--- config.mk ---
export PLATFORM = sky130hd
export DESIGN_NAME = scancode_to_ascii_fifo_core
export DESIGN_NICKNAME = d
export VERILOG_FILES = /design/src/sv/s2a_pkg.sv /design/src/sv/scancode_to_ascii_fifo_core.sv
export SDC_FILE = /design/constraint.sdc
export NUM_CORES = 1
export LEC_CHECK = 0
export ABC_AREA = 1
export BUFFER_PORTS_ARGS = -buffer_cell sky130_fd_sc_hd__buf_4
export CAP_MARGIN = 20
export CORE_UTILIZATION = 61
export DETAILED_ROUTE_END_ITERATION = 8
export MAX_ROUTING_LAYER = met4
export PLACE_DENSITY = 0.77
export REMOVE_ABC_BUFFERS = 1
export SLEW_MARGIN = 20
export SYNTH_ARGS = -nofsm -noshare
export SYNTH_HDL_FRONTEND = slang
export SYNTH_SLANG_ARGS = --single-unit
--- constraint.sdc ---
create_clock -name clk -period 10.66 [get_ports clk]
set_input_delay 1.599 -clock clk [delete_from_list [all_inputs] [get_ports clk]]
set_output_delay 1.599 -clock clk [all_outputs]
set_load 0.01 [all_outputs]
--- src/sv/s2a_pkg.sv ---
// Shared item types, scancode constants and the set-1 to ASCII table.
package s2a_pkg;

  typedef struct packed {
    logic       opcode;
    logic [7:0] scancode;
  } in_item_t;

  typedef struct packed {
    logic [6:0] char_out;
    logic       empty_res;
  } out_item_t;

  localparam logic       OP_KEY          = 1'b0;
  localparam logic       OP_READ         = 1'b1;

  localparam logic [7:0] SC_LSHIFT_MAKE  = 8'h2A;
  localparam logic [7:0] SC_LSHIFT_BREAK = 8'hAA;
  localparam logic [7:0] SC_RSHIFT_MAKE  = 8'h36;
  localparam logic [7:0] SC_RSHIFT_BREAK = 8'hB6;
  localparam logic [7:0] SC_TABLE_LAST   = 8'd57;
  localparam logic [5:0] SC_SEVEN        = 6'd8;
  localparam logic [5:0] SC_BACKSLASH    = 6'd43;

  localparam logic [6:0] CH_NONE         = 7'h00;
  localparam logic [6:0] CH_AMPERSAND    = 7'h26;
  localparam logic [6:0] CH_PIPE         = 7'h7C;

  // Unshifted set-1 translation; zero means the code makes no character.
  function automatic logic [6:0] ascii_lookup(input logic [5:0] code);
    logic [6:0] ch;
    case (code)
      6'd1:    ch = 7'h1B;
      6'd2:    ch = 7'h31;
      6'd3:    ch = 7'h32;
      6'd4:    ch = 7'h33;
      6'd5:    ch = 7'h34;
      6'd6:    ch = 7'h35;
      6'd7:    ch = 7'h36;
      6'd8:    ch = 7'h37;
      6'd9:    ch = 7'h38;
      6'd10:   ch = 7'h39;
      6'd11:   ch = 7'h30;
      6'd12:   ch = 7'h2D;
      6'd13:   ch = 7'h3D;
      6'd14:   ch = 7'h7F;
      6'd15:   ch = 7'h09;
      6'd16:   ch = 7'h71;
      6'd17:   ch = 7'h77;
      6'd18:   ch = 7'h65;
      6'd19:   ch = 7'h72;
      6'd20:   ch = 7'h74;
      6'd21:   ch = 7'h79;
      6'd22:   ch = 7'h75;
      6'd23:   ch = 7'h69;
      6'd24:   ch = 7'h6F;
      6'd25:   ch = 7'h70;
      6'd26:   ch = 7'h5B;
      6'd27:   ch = 7'h5D;
      6'd28:   ch = 7'h0A;
      6'd30:   ch = 7'h61;
      6'd31:   ch = 7'h73;
      6'd32:   ch = 7'h64;
      6'd33:   ch = 7'h66;
      6'd34:   ch = 7'h67;
      6'd35:   ch = 7'h68;
      6'd36:   ch = 7'h6A;
      6'd37:   ch = 7'h6B;
      6'd38:   ch = 7'h6C;
      6'd39:   ch = 7'h3B;
      6'd40:   ch = 7'h27;
      6'd41:   ch = 7'h60;
      6'd43:   ch = 7'h5C;
      6'd44:   ch = 7'h7A;
      6'd45:   ch = 7'h78;
      6'd46:   ch = 7'h63;
      6'd47:   ch = 7'h76;
      6'd48:   ch = 7'h62;
      6'd49:   ch = 7'h6E;
      6'd50:   ch = 7'h6D;
      6'd51:   ch = 7'h2C;
      6'd52:   ch = 7'h2E;
      6'd53:   ch = 7'h2F;
      6'd57:   ch = 7'h20;
      default: ch = CH_NONE;
    endcase
    return ch;
  endfunction

endpackage

--- src/sv/scancode_to_ascii_fifo_core.sv ---
// Keyboard front end: set-1 scancode translation into a circular character FIFO.
//
//   channel  direction  payload                 handshake
//   in_      input      s2a_pkg::in_item_t      in_valid / in_stall
//   out_     output     s2a_pkg::out_item_t     out_valid / out_stall
//
// A scancode item is done at the edge that accepts it: the shift flag, the
// table lookup and the FIFO write all happen at that edge, so scancodes stream
// at one per cycle while in_stall is low. A read item of a non-empty FIFO goes
// through the registered read port of the character memory and then into the
// output register; an empty-FIFO read fills that register at the accepting edge.
// Reset clears the shift flag, both pointers, the fill count and the output
// valid; the character memory is not cleared, since the fill count keeps
// unwritten entries from ever being read.
// in_stall is high while a memory read is in flight and while an undelivered
// result sits in the output register under out_stall.
module scancode_to_ascii_fifo_core #(
  parameter int FIFO_DEPTH = 64
) (
  input  logic               clk,
  input  logic               rst_n,
  input  logic               in_valid,
  output logic               in_stall,
  input  s2a_pkg::in_item_t  in_item,
  output logic               out_valid,
  input  logic               out_stall,
  output s2a_pkg::out_item_t out_item
);

  localparam int PTR_W = (FIFO_DEPTH > 1) ? $clog2(FIFO_DEPTH) : 1;
  localparam int CNT_W = $clog2(FIFO_DEPTH + 1);
  localparam logic [PTR_W-1:0] PTR_LAST = PTR_W'(FIFO_DEPTH - 1);
  localparam logic [CNT_W-1:0] CNT_FULL = CNT_W'(FIFO_DEPTH);

  typedef enum logic {
    ST_IDLE,
    ST_READ
  } state_t;

  state_t                 state_r;
  logic                   shift_held_r;
  logic [PTR_W-1:0]       read_ptr_r;
  logic [PTR_W-1:0]       write_ptr_r;
  logic [CNT_W-1:0]       fill_count_r;
  logic                   out_valid_r;
  s2a_pkg::out_item_t     out_item_r;

  // Character memory with a registered read port.
  logic [6:0]             char_store [FIFO_DEPTH];
  logic [6:0]             mem_q_r;

  logic                   in_acc;
  logic                   is_key;
  logic                   is_read;
  logic                   fifo_empty;
  logic                   fifo_full;
  logic                   shift_held_nxt;
  logic                   out_valid_nxt;
  logic                   in_table;
  logic [6:0]             base_char;
  logic [6:0]             push_char;
  logic                   push_en;
  logic                   pop_en;
  logic [PTR_W-1:0]       read_ptr_inc;
  logic [PTR_W-1:0]       write_ptr_inc;

  // The output register must be free, or be emptied at this edge, before an
  // item is taken, so a result never has to wait for space.
  assign in_stall  = (state_r == ST_READ) || (out_valid_r && out_stall);
  assign in_acc    = in_valid && !in_stall;
  assign is_key    = in_acc && (in_item.opcode == s2a_pkg::OP_KEY);
  assign is_read   = in_acc && (in_item.opcode == s2a_pkg::OP_READ);

  assign fifo_empty = (fill_count_r == '0);
  assign fifo_full  = (fill_count_r == CNT_FULL);

  assign read_ptr_inc  = (read_ptr_r == PTR_LAST) ? '0 : read_ptr_r + 1'b1;
  assign write_ptr_inc = (write_ptr_r == PTR_LAST) ? '0 : write_ptr_r + 1'b1;

  // Shift make codes set the flag and break codes clear it before the lookup.
  always_comb begin
    shift_held_nxt = shift_held_r;
    if (is_key) begin
      if ((in_item.scancode == s2a_pkg::SC_LSHIFT_MAKE) ||
          (in_item.scancode == s2a_pkg::SC_RSHIFT_MAKE)) begin
        shift_held_nxt = 1'b1;
      end
      if ((in_item.scancode == s2a_pkg::SC_LSHIFT_BREAK) ||
          (in_item.scancode == s2a_pkg::SC_RSHIFT_BREAK)) begin
        shift_held_nxt = 1'b0;
      end
    end
  end

  always_comb begin
    in_table  = (in_item.scancode <= s2a_pkg::SC_TABLE_LAST);
    base_char = s2a_pkg::ascii_lookup(in_item.scancode[5:0]);
    push_char = base_char;
    if (shift_held_nxt) begin
      if (in_item.scancode[5:0] == s2a_pkg::SC_SEVEN) begin
        push_char = s2a_pkg::CH_AMPERSAND;
      end else if (in_item.scancode[5:0] == s2a_pkg::SC_BACKSLASH) begin
        push_char = s2a_pkg::CH_PIPE;
      end
    end
    push_en = is_key && in_table && (base_char != s2a_pkg::CH_NONE);
    pop_en  = is_read && !fifo_empty;
  end

  // A result stays while it is stalled; a finished memory read or a read of
  // the empty FIFO loads a new one.
  always_comb begin
    out_valid_nxt = out_valid_r && out_stall;
    if (state_r == ST_READ) begin
      out_valid_nxt = 1'b1;
    end else if (is_read && fifo_empty) begin
      out_valid_nxt = 1'b1;
    end
  end

  // A push and a pop never share an edge, and a pop issued after a push reads
  // the array only after the write has landed, so the memory needs no forwarding.
  always_ff @(posedge clk) begin
    if (push_en) begin
      char_store[write_ptr_r] <= push_char;
    end
  end

  always_ff @(posedge clk) begin
    if (pop_en) begin
      mem_q_r <= char_store[read_ptr_r];
    end
  end

  always_ff @(posedge clk) begin
    if (!rst_n) begin
      state_r      <= ST_IDLE;
      shift_held_r <= 1'b0;
      read_ptr_r   <= '0;
      write_ptr_r  <= '0;
      fill_count_r <= '0;
      out_valid_r  <= 1'b0;
    end else begin
      shift_held_r <= shift_held_nxt;
      out_valid_r  <= out_valid_nxt;
      case (state_r)
        ST_IDLE: begin
          if (push_en) begin
            write_ptr_r <= write_ptr_inc;
            if (fifo_full) begin
              // Overwrite of the oldest entry: the read side moves along.
              read_ptr_r <= read_ptr_inc;
            end else begin
              fill_count_r <= fill_count_r + 1'b1;
            end
          end
          if (pop_en) begin
            read_ptr_r   <= read_ptr_inc;
            fill_count_r <= fill_count_r - 1'b1;
            state_r      <= ST_READ;
          end else if (is_read) begin
            out_item_r.char_out  <= s2a_pkg::CH_NONE;
            out_item_r.empty_res <= 1'b1;
          end
        end
        ST_READ: begin
          out_item_r.char_out  <= mem_q_r;
          out_item_r.empty_res <= 1'b0;
          state_r              <= ST_IDLE;
        end
        default: begin
          state_r <= ST_IDLE;
        end
      endcase
    end
  end

  assign out_valid = out_valid_r;
  assign out_item  = out_item_r;

  a_count_bounded: assert property (@(posedge clk) disable iff (!rst_n)
    fill_count_r <= CNT_FULL)
    else $error("fill count above FIFO depth");

  a_read_slot_free: assert property (@(posedge clk) disable iff (!rst_n)
    (state_r == ST_READ) |-> !out_valid_r)
    else $error("output register busy while a memory read is in flight");

  a_pop_goes_read: assert property (@(posedge clk) disable iff (!rst_n)
    pop_en |=> (state_r == ST_READ))
    else $error("pop did not start a memory read");

  a_empty_char_zero: assert property (@(posedge clk) disable iff (!rst_n)
    (out_valid_r && out_item_r.empty_res) |-> (out_item_r.char_out == s2a_pkg::CH_NONE))
    else $error("empty result carries a character");

  a_empty_no_pop: assert property (@(posedge clk) disable iff (!rst_n)
    (is_read && fifo_empty) |=> (out_valid_r && out_item_r.empty_res && $stable(read_ptr_r)))
    else $error("read of empty FIFO mishandled");

endmodule
==> results.py, run 1 <==
metrics = {
    "final_layout": {
        "finalCoreUtilization": 0.682,
        "layout.nets": 1762,
        "area_growth_pct": 9.11,
        "seq_area_um2": 14400,
        "multi_input_area_um2": 5540,
        "fillers": 2339,
        "post_route_cells_drive_above_1_share": 0.0724,
    },
    "worst_setup_path": {
        "crit_buf_inv": 3,
        "end_kind": "flop",
        "endpoint": "char_store[37][6]",
        "critical_path_class": "in2reg",
        "startpoint_type": "input pin",
        "critPathSlowestCell": "nor2_1",
        "path_max_fanout": 11,
        "rr_endpoint": "mem_q_r[0]",
        "cp.arrival_ps": 4550,
        "r2r_start": "read_ptr_r[0]",
        "slowest_delay_ps": 620,
        "cp_common_cell": "nand2_1",
        "path_delay_family": "simple AND/OR/NAND/NOR gates",
        "cp-startpoint": "in_item[1]",
        "crit_chain": "buf_4 > inv_1 > ha_1 > inv_1 > nand2_1 > nand2_1 > nand2_1 > nand2_1 > nand2_1 > nand2_1 > nor2_1 > nor2_1 > nand3_1 > nand2_2 > nor2_8 > nand3_2 > nor2_1",
        "path_depth": 17,
        "critPathRequiredTime_ps": 10830,
        "reg2regPathDepth": 8,
        "rrSetupSlack_ps": 7130,
    },
    "routing": {
        "via_per_inst": 6.42,
        "first_pass_iters": 5,
        "vias": 14185,
        "drc": 0,
        "drt_iter0_drc": 1829,
        "drtAntennaViolNets": 0,
        "wirelength_mm": 50.8,
        "routedWlPerCell_um": 23.0,
    },
    "status": {
        "status": "completed",
    },
    "die": {
        "start_util": 0.625,
        "fp.dieW_um": 186,
        "die_h_um": 186,
        "dieArea_um2": 34400,
        "core_area_um2": 32900,
        "ioPinCount": 23,
        "rows": 66,
    },
    "grt": {
        "antenna_found_initial": 1,
        "grt_usage": 0.311,
        "grt_max_degree": 121,
        "overflow": 0,
        "grt_pass1_wl_mm": 77.2,
        "first_global_vias": 13746,
    },
    "clock_network": {
        "insertion_delay_ps": 570,
        "cts_buffers": 45,
        "cts_root_buffer": "clkbuf_16",
        "hold_buffers": 0,
        "ctsResizeCount": 0,
        "cts_tree": "yes",
        "clkSinkCount": 485,
        "ctsLongestPathBuffers": 3,
        "postCtsSetupBuffers": 0,
        "clkTransAtPathRegs_ps": 60,
        "htreeDepth": 2,
    },
    "logic_synthesis": {
        "synth_top_area_frac": 0.677,
        "synth.distinct_cells": 37,
        "synth.cell_area_um2": 20500,
        "syn_avg_cell_area_um2": 11.7,
        "yosys_warnings": 0,
        "synthArstFlopShare": 0,
        "ys_seq_area_frac": 0.698,
        "yosys-top-cells-area": "edfxtp_1 (68%), nor2_1 (6.4%), o21ai_0 (5.9%)",
        "synth_top_cell_by_area": "edfxtp_1",
        "synth_edf_count": 463,
        "syn_inst": 1761,
        "synth.ff_latch_count": 485,
        "synth_top_flop_cell": "edfxtp_1",
    },
    "power_and_ir_drop": {
        "power.density_nw_per_um2": 182,
        "ir_worst_vdd_v": 0.000103,
        "leakagePower_nw": 7.48,
    },
    "timing": {
        "fin_crit_ps": 4370,
        "tightest_slew_ps": 1140,
        "fmax_ghz": 0.229,
        "relSlewSlack": 0.242,
        "slew_viol_final": 0,
        "grt_setup_unrepaired": "false",
        "finalHoldViolations": 0,
        "finalSetupViolCount": 0,
        "finalCritPeriodShare": 0.410,
        "fin_setup_tns_ps": 0,
        "clock_skew_ps": 33.3,
    },
    "placement": {
        "portBuffers": 22,
        "dp_hpwl_mm": 29.3,
        "gp_congestion": 0.929,
    },
    "job": {
        "drv_cap": 0,
    },
    "hold_path": {
        "hold_class": "reg2reg",
    },
}
state kept, by name, summed over array words and instances, names as in the netlist:
register / count
fill_count_r: 7
state_r: 1
mem_q_r: 7
write_ptr_r: 6
shift_held_r: 1
out_valid: 1
char_store: 448
out_item: 8
read_ptr_r: 6
power breakdown:
part | internal (W) | switching, W | leakage, nW
combinational | 0.0000844 | 0.000267 | 2.51
clock | 0.000888 | 0.000677 | 0.693
sequential | 0.00214 | 0.0000139 | 4.28
total | 0.00311 | 0.000958 | 7.48
worst register-to-register path: stages (launching register included):
cell and delay [ps]:
dfxtp_4 500, inv_6 640, buf_4 960, o21ai_0 500
o221ai_1 330, nand3_1 140, nand2_1 160, nand2_1 70
nand3_1 90
worst min-delay path by stage:
| stage | start | to | depth (start not counted) |
|---|---|---|---|
| finish | fill_count_r[5] | fill_count_r[5] | 2 |
| global route | fill_count_r[5] | fill_count_r[5] | 2 |
| CTS | fill_count_r[5] | fill_count_r[5] | 2 |
| detailed placement | fill_count_r[5] | fill_count_r[5] | 2 |
| global placement | fill_count_r[5] | fill_count_r[5] | 2 |
| floorplan | fill_count_r[5] | fill_count_r[5] | 2 |
cells in the final DEF, fill, tap and decap left out, types with 12 or more instances in the layout:
cell type | synthesis | routed
a21oi_1 | 24 | 24
buf_4 | 5 | 32
clkbuf_1 | 86 | 12
clkbuf_16 | 0 | 47
dfxtp_1 | 22 | 19
edfxtp_1 | 463 | 463
ha_1 | 15 | 15
inv_1 | 60 | 58
nand2_1 | 177 | 174
nand3_1 | 115 | 115
nor2_1 | 350 | 350
o211ai_1 | 19 | 19
o21ai_0 | 243 | 242
o221ai_1 | 84 | 84
o22ai_1 | 29 | 29
routing by layer:
layer	global-route usage	share of wire
met1	0.410	0.39
met4	0.133	0.041
met3	0.0456	0.091
met2	0.488	0.48
met5	-	0
synth_stat cells (2+ instances only):
master	instances
nor2_8	2
nand4_1	3
nor2_1	350
buf_2	9
buf_4	5
o211ai_1	19
inv_1	60
o21ai_1	5
o22ai_1	29
buf_1	5
nand3_4	3
nand3_1	115
o21ai_0	243
inv_2	4
xor2_1	2
buf_6	2
nor3_1	10
a31oi_1	3
or3_1	2
edfxtp_1	463
dfxtp_1	22
clkinv_1	4
clkbuf_1	86
o221ai_1	84
ha_1	15
nand2_1	177
a21oi_1	24
nand2_2	5
nand3_2	2
cells by family after synthesis:
family	Yosys count	share of synthesized area
AOI/OAI and AO/OA	408	0.119
xor gates and xnor gates	2	0.000853
adders and majority gates	15	0.00914
buffers and inverters	177	0.0352
DFF	485	0.698
and+or+nand+nor	674	0.137
stage by stage:
stage | hold WS (ps) | total power, W | worst slack (ps) | cells | cell area (um^2)
global placement | 472 | 0.00253 | 5900 | 2128 | 21000
global route | 528 | 0.00417 | 6030 | 2211 | 22400
floorplan | 452 | 0.00240 | 3250 | 1653 | 20100
detailed placement | 488 | 0.00254 | 5790 | 2129 | 21000
CTS | 502 | 0.00407 | 6340 | 2210 | 22400
finish | 499 | 0.00407 | 6290 | 2211 | 22400
layout make-up:
cell class	count	share of cell area
tap	442	0.0247
sequential	485	0.640
timing repair buffer	34	0.0124
antenna	1	0.000112
clock buffer	60	0.0551
clock inverter	21	0.00843
multi-input combinational	1099	0.247
inverter	69	0.0119
Power figures use the tool's default switching activity.
==> run 2: changes to the inputs <==
--- a/config.mk
+++ b/config.mk
@@ -8,10 +8,10 @@
 export ABC_AREA = 1
 export BUFFER_PORTS_ARGS = -buffer_cell sky130_fd_sc_hd__buf_4
 export CAP_MARGIN = 20
-export CORE_UTILIZATION = 61
+export CORE_UTILIZATION = 57
 export DETAILED_ROUTE_END_ITERATION = 8
 export MAX_ROUTING_LAYER = met4
-export PLACE_DENSITY = 0.77
+export PLACE_DENSITY = 0.76
 export REMOVE_ABC_BUFFERS = 1
 export SLEW_MARGIN = 20
 export SYNTH_ARGS = -nofsm -noshare
==> constraint.sdc (replaced) <==
create_clock -name clk -period 3.6 [get_ports clk]
set_input_delay 0.54 -clock clk [delete_from_list [all_inputs] [get_ports clk]]
set_output_delay 0.54 -clock clk [all_outputs]
set_load 0.01 [all_outputs]
==> results.py, run 2 (synthesis results as in run 1) <==
metrics = {
    "status": {
        "status": "completed",
    },
    "clock_network": {
        "cts_tree": "yes",
        "ctsResizeCount": 0,
        "insertion_delay_ps": 570,
        "ctsLongestPathBuffers": 3,
        "htreeDepth": 2,
        "cts_root_buffer": "clkbuf_16",
        "postCtsSetupBuffers": 0,
        "clkTransAtPathRegs_ps": 60,
        "hold_buffers": 0,
        "cts_buffers": 46,
        "clkSinkCount": 485,
    },
    "grt": {
        "first_global_vias": 14151,
        "gr-usage-met3": 0.0455,
        "grtUsageMet2": 0.468,
        "globalRouteMet1Util": 0.379,
        "antenna_found_initial": 0,
        "grt_max_degree": 227,
        "grt_pass1_wl_mm": 78.9,
        "grt_usage": 0.293,
        "busiest_layer": "met2",
        "overflow": 0,
    },
    "routing": {
        "drtAntennaViolNets": 0,
        "wirelength_mm": 51.5,
        "drt_iter0_drc": 1896,
        "first_pass_iters": 5,
        "vias": 14630,
        "drc": 0,
        "via_per_inst": 6.36,
        "routedWlPerCell_um": 22.4,
    },
    "placement": {
        "portBuffers": 22,
        "dp_hpwl_mm": 30.5,
        "dpl_cell_area_um2": 21700,
        "placed_cells": 2217,
        "gp_congestion": 0.949,
    },
    "die": {
        "ioPinCount": 23,
        "rows": 69,
        "core_area_um2": 35500,
        "fp.dieW_um": 192,
        "dieArea_um2": 36800,
        "die_h_um": 192,
        "start_util": 0.579,
    },
    "timing": {
        "grt_setup_unrepaired": "false",
        "fin_crit_ps": 2970,
        "slew_viol_final": 0,
        "fmax_ghz": 0.337,
        "clock_skew_ps": 25.1,
        "finalHoldViolations": 0,
        "finalSetupViolCount": 0,
        "hold_ws_ps": 327,
        "finalCritPeriodShare": 0.825,
        "tightest_slew_ps": 922,
        "relSlewSlack": 0.385,
    },
    "final_layout": {
        "layout.nets": 1832,
        "antenna_cells": 0,
        "layout.cells.non_filler": 2301,
        "post_route_cells_drive_above_1_share": 0.108,
        "final_cell_mix": "edfxtp_1 (463), nor2_1 (350), o21ai_0 (242), nand2_1 (174), nand3_1 (115)",
        "layout_commonest_cell": "edfxtp_1",
        "largest_register": "char_store",
        "area_growth_pct": 12.6,
        "post-route-cell-area_um2": 23100,
        "largest_register_ffs": 448,
        "finalCoreUtilization": 0.652,
    },
    "hold_path": {
        "hold_class": "in2reg",
        "holdPathStages": 3,
    },
    "worst_setup_path": {
        "path_max_fanout": 48,
        "reg2regPathDepth": 8,
        "startpoint_type": "flop",
        "cp.arrival_ps": 3320,
        "end_kind": "flop",
        "critPathRequiredTime_ps": 3950,
        "critical_path_class": "reg2reg",
        "rrSetupSlack_ps": 630,
    },
    "power_and_ir_drop": {
        "leakagePower_nw": 7.92,
        "ir_worst_vdd_v": 0.000361,
        "power.density_nw_per_um2": 526,
        "p_total_w": 0.0122,
    },
    "job": {
        "drv_cap": 0,
    },
}
[run 2: cell count changes in the layout (fill, tap and decap cells not counted), sizes merged]
cell	delta
buf	+69
diode	-1
clkinv	+3
clkinvlp	-2
clkbuf	+2
[run 2: metrics by stage]
step / setup slack (ps) / TNS [ps]
3_5_place_dp: 122 / 0
6_report: 628 / 0
2_1_floorplan: -3810 / -176010
4_1_cts: 676 / 0
5_1_grt: 460 / 0
3_3_place_gp: 182 / 0
[run 2: worst paths after layout]
check | endpoint | from
max reg2reg | char_store[1][3] | state_r
min | read_ptr_r[3] | rst_n
max | char_store[1][3] | state_r
min reg2reg | out_item[5] | mem_q_r[4]
[run 2: final cells by class]
type	count	area, um^2
Clock inverter	22	220
Clock buffer	62	1240
Timing Repair Buffer	103	948
Sequential cell	485	14400
Fill cell	2539	12400
Inverter	69	267
Multi-Input combinational cell	1099	5520
Tap cell	461	577
[run 2: worst max-delay path, cell delays in order (launching register included)]
cell	delay (ps)
dfxtp_1	400
inv_2	100
nand3_1	110
or3_1	490
or3_1	360
nand2_1	100
nand2_1	220
a31oi_4	580
buf_12	310
[run 2: routing by layer]
metal / up-vias / share of wire / wire length (um)
met1: 7111 / 0.39 / 20100
met5: - / 0 / 0
met4: 0 / 0.036 / 1850
li1: 6521 / - / -
met2: 869 / 0.48 / 24700
met3: 129 / 0.095 / 4870
[run 2: where the power goes]
group / internal, W / switching, W
logic: 0.000297 / 0.000802
clock network: 0.00266 / 0.00205
registers: 0.00633 / 0.0000320
total: 0.00928 / 0.00288
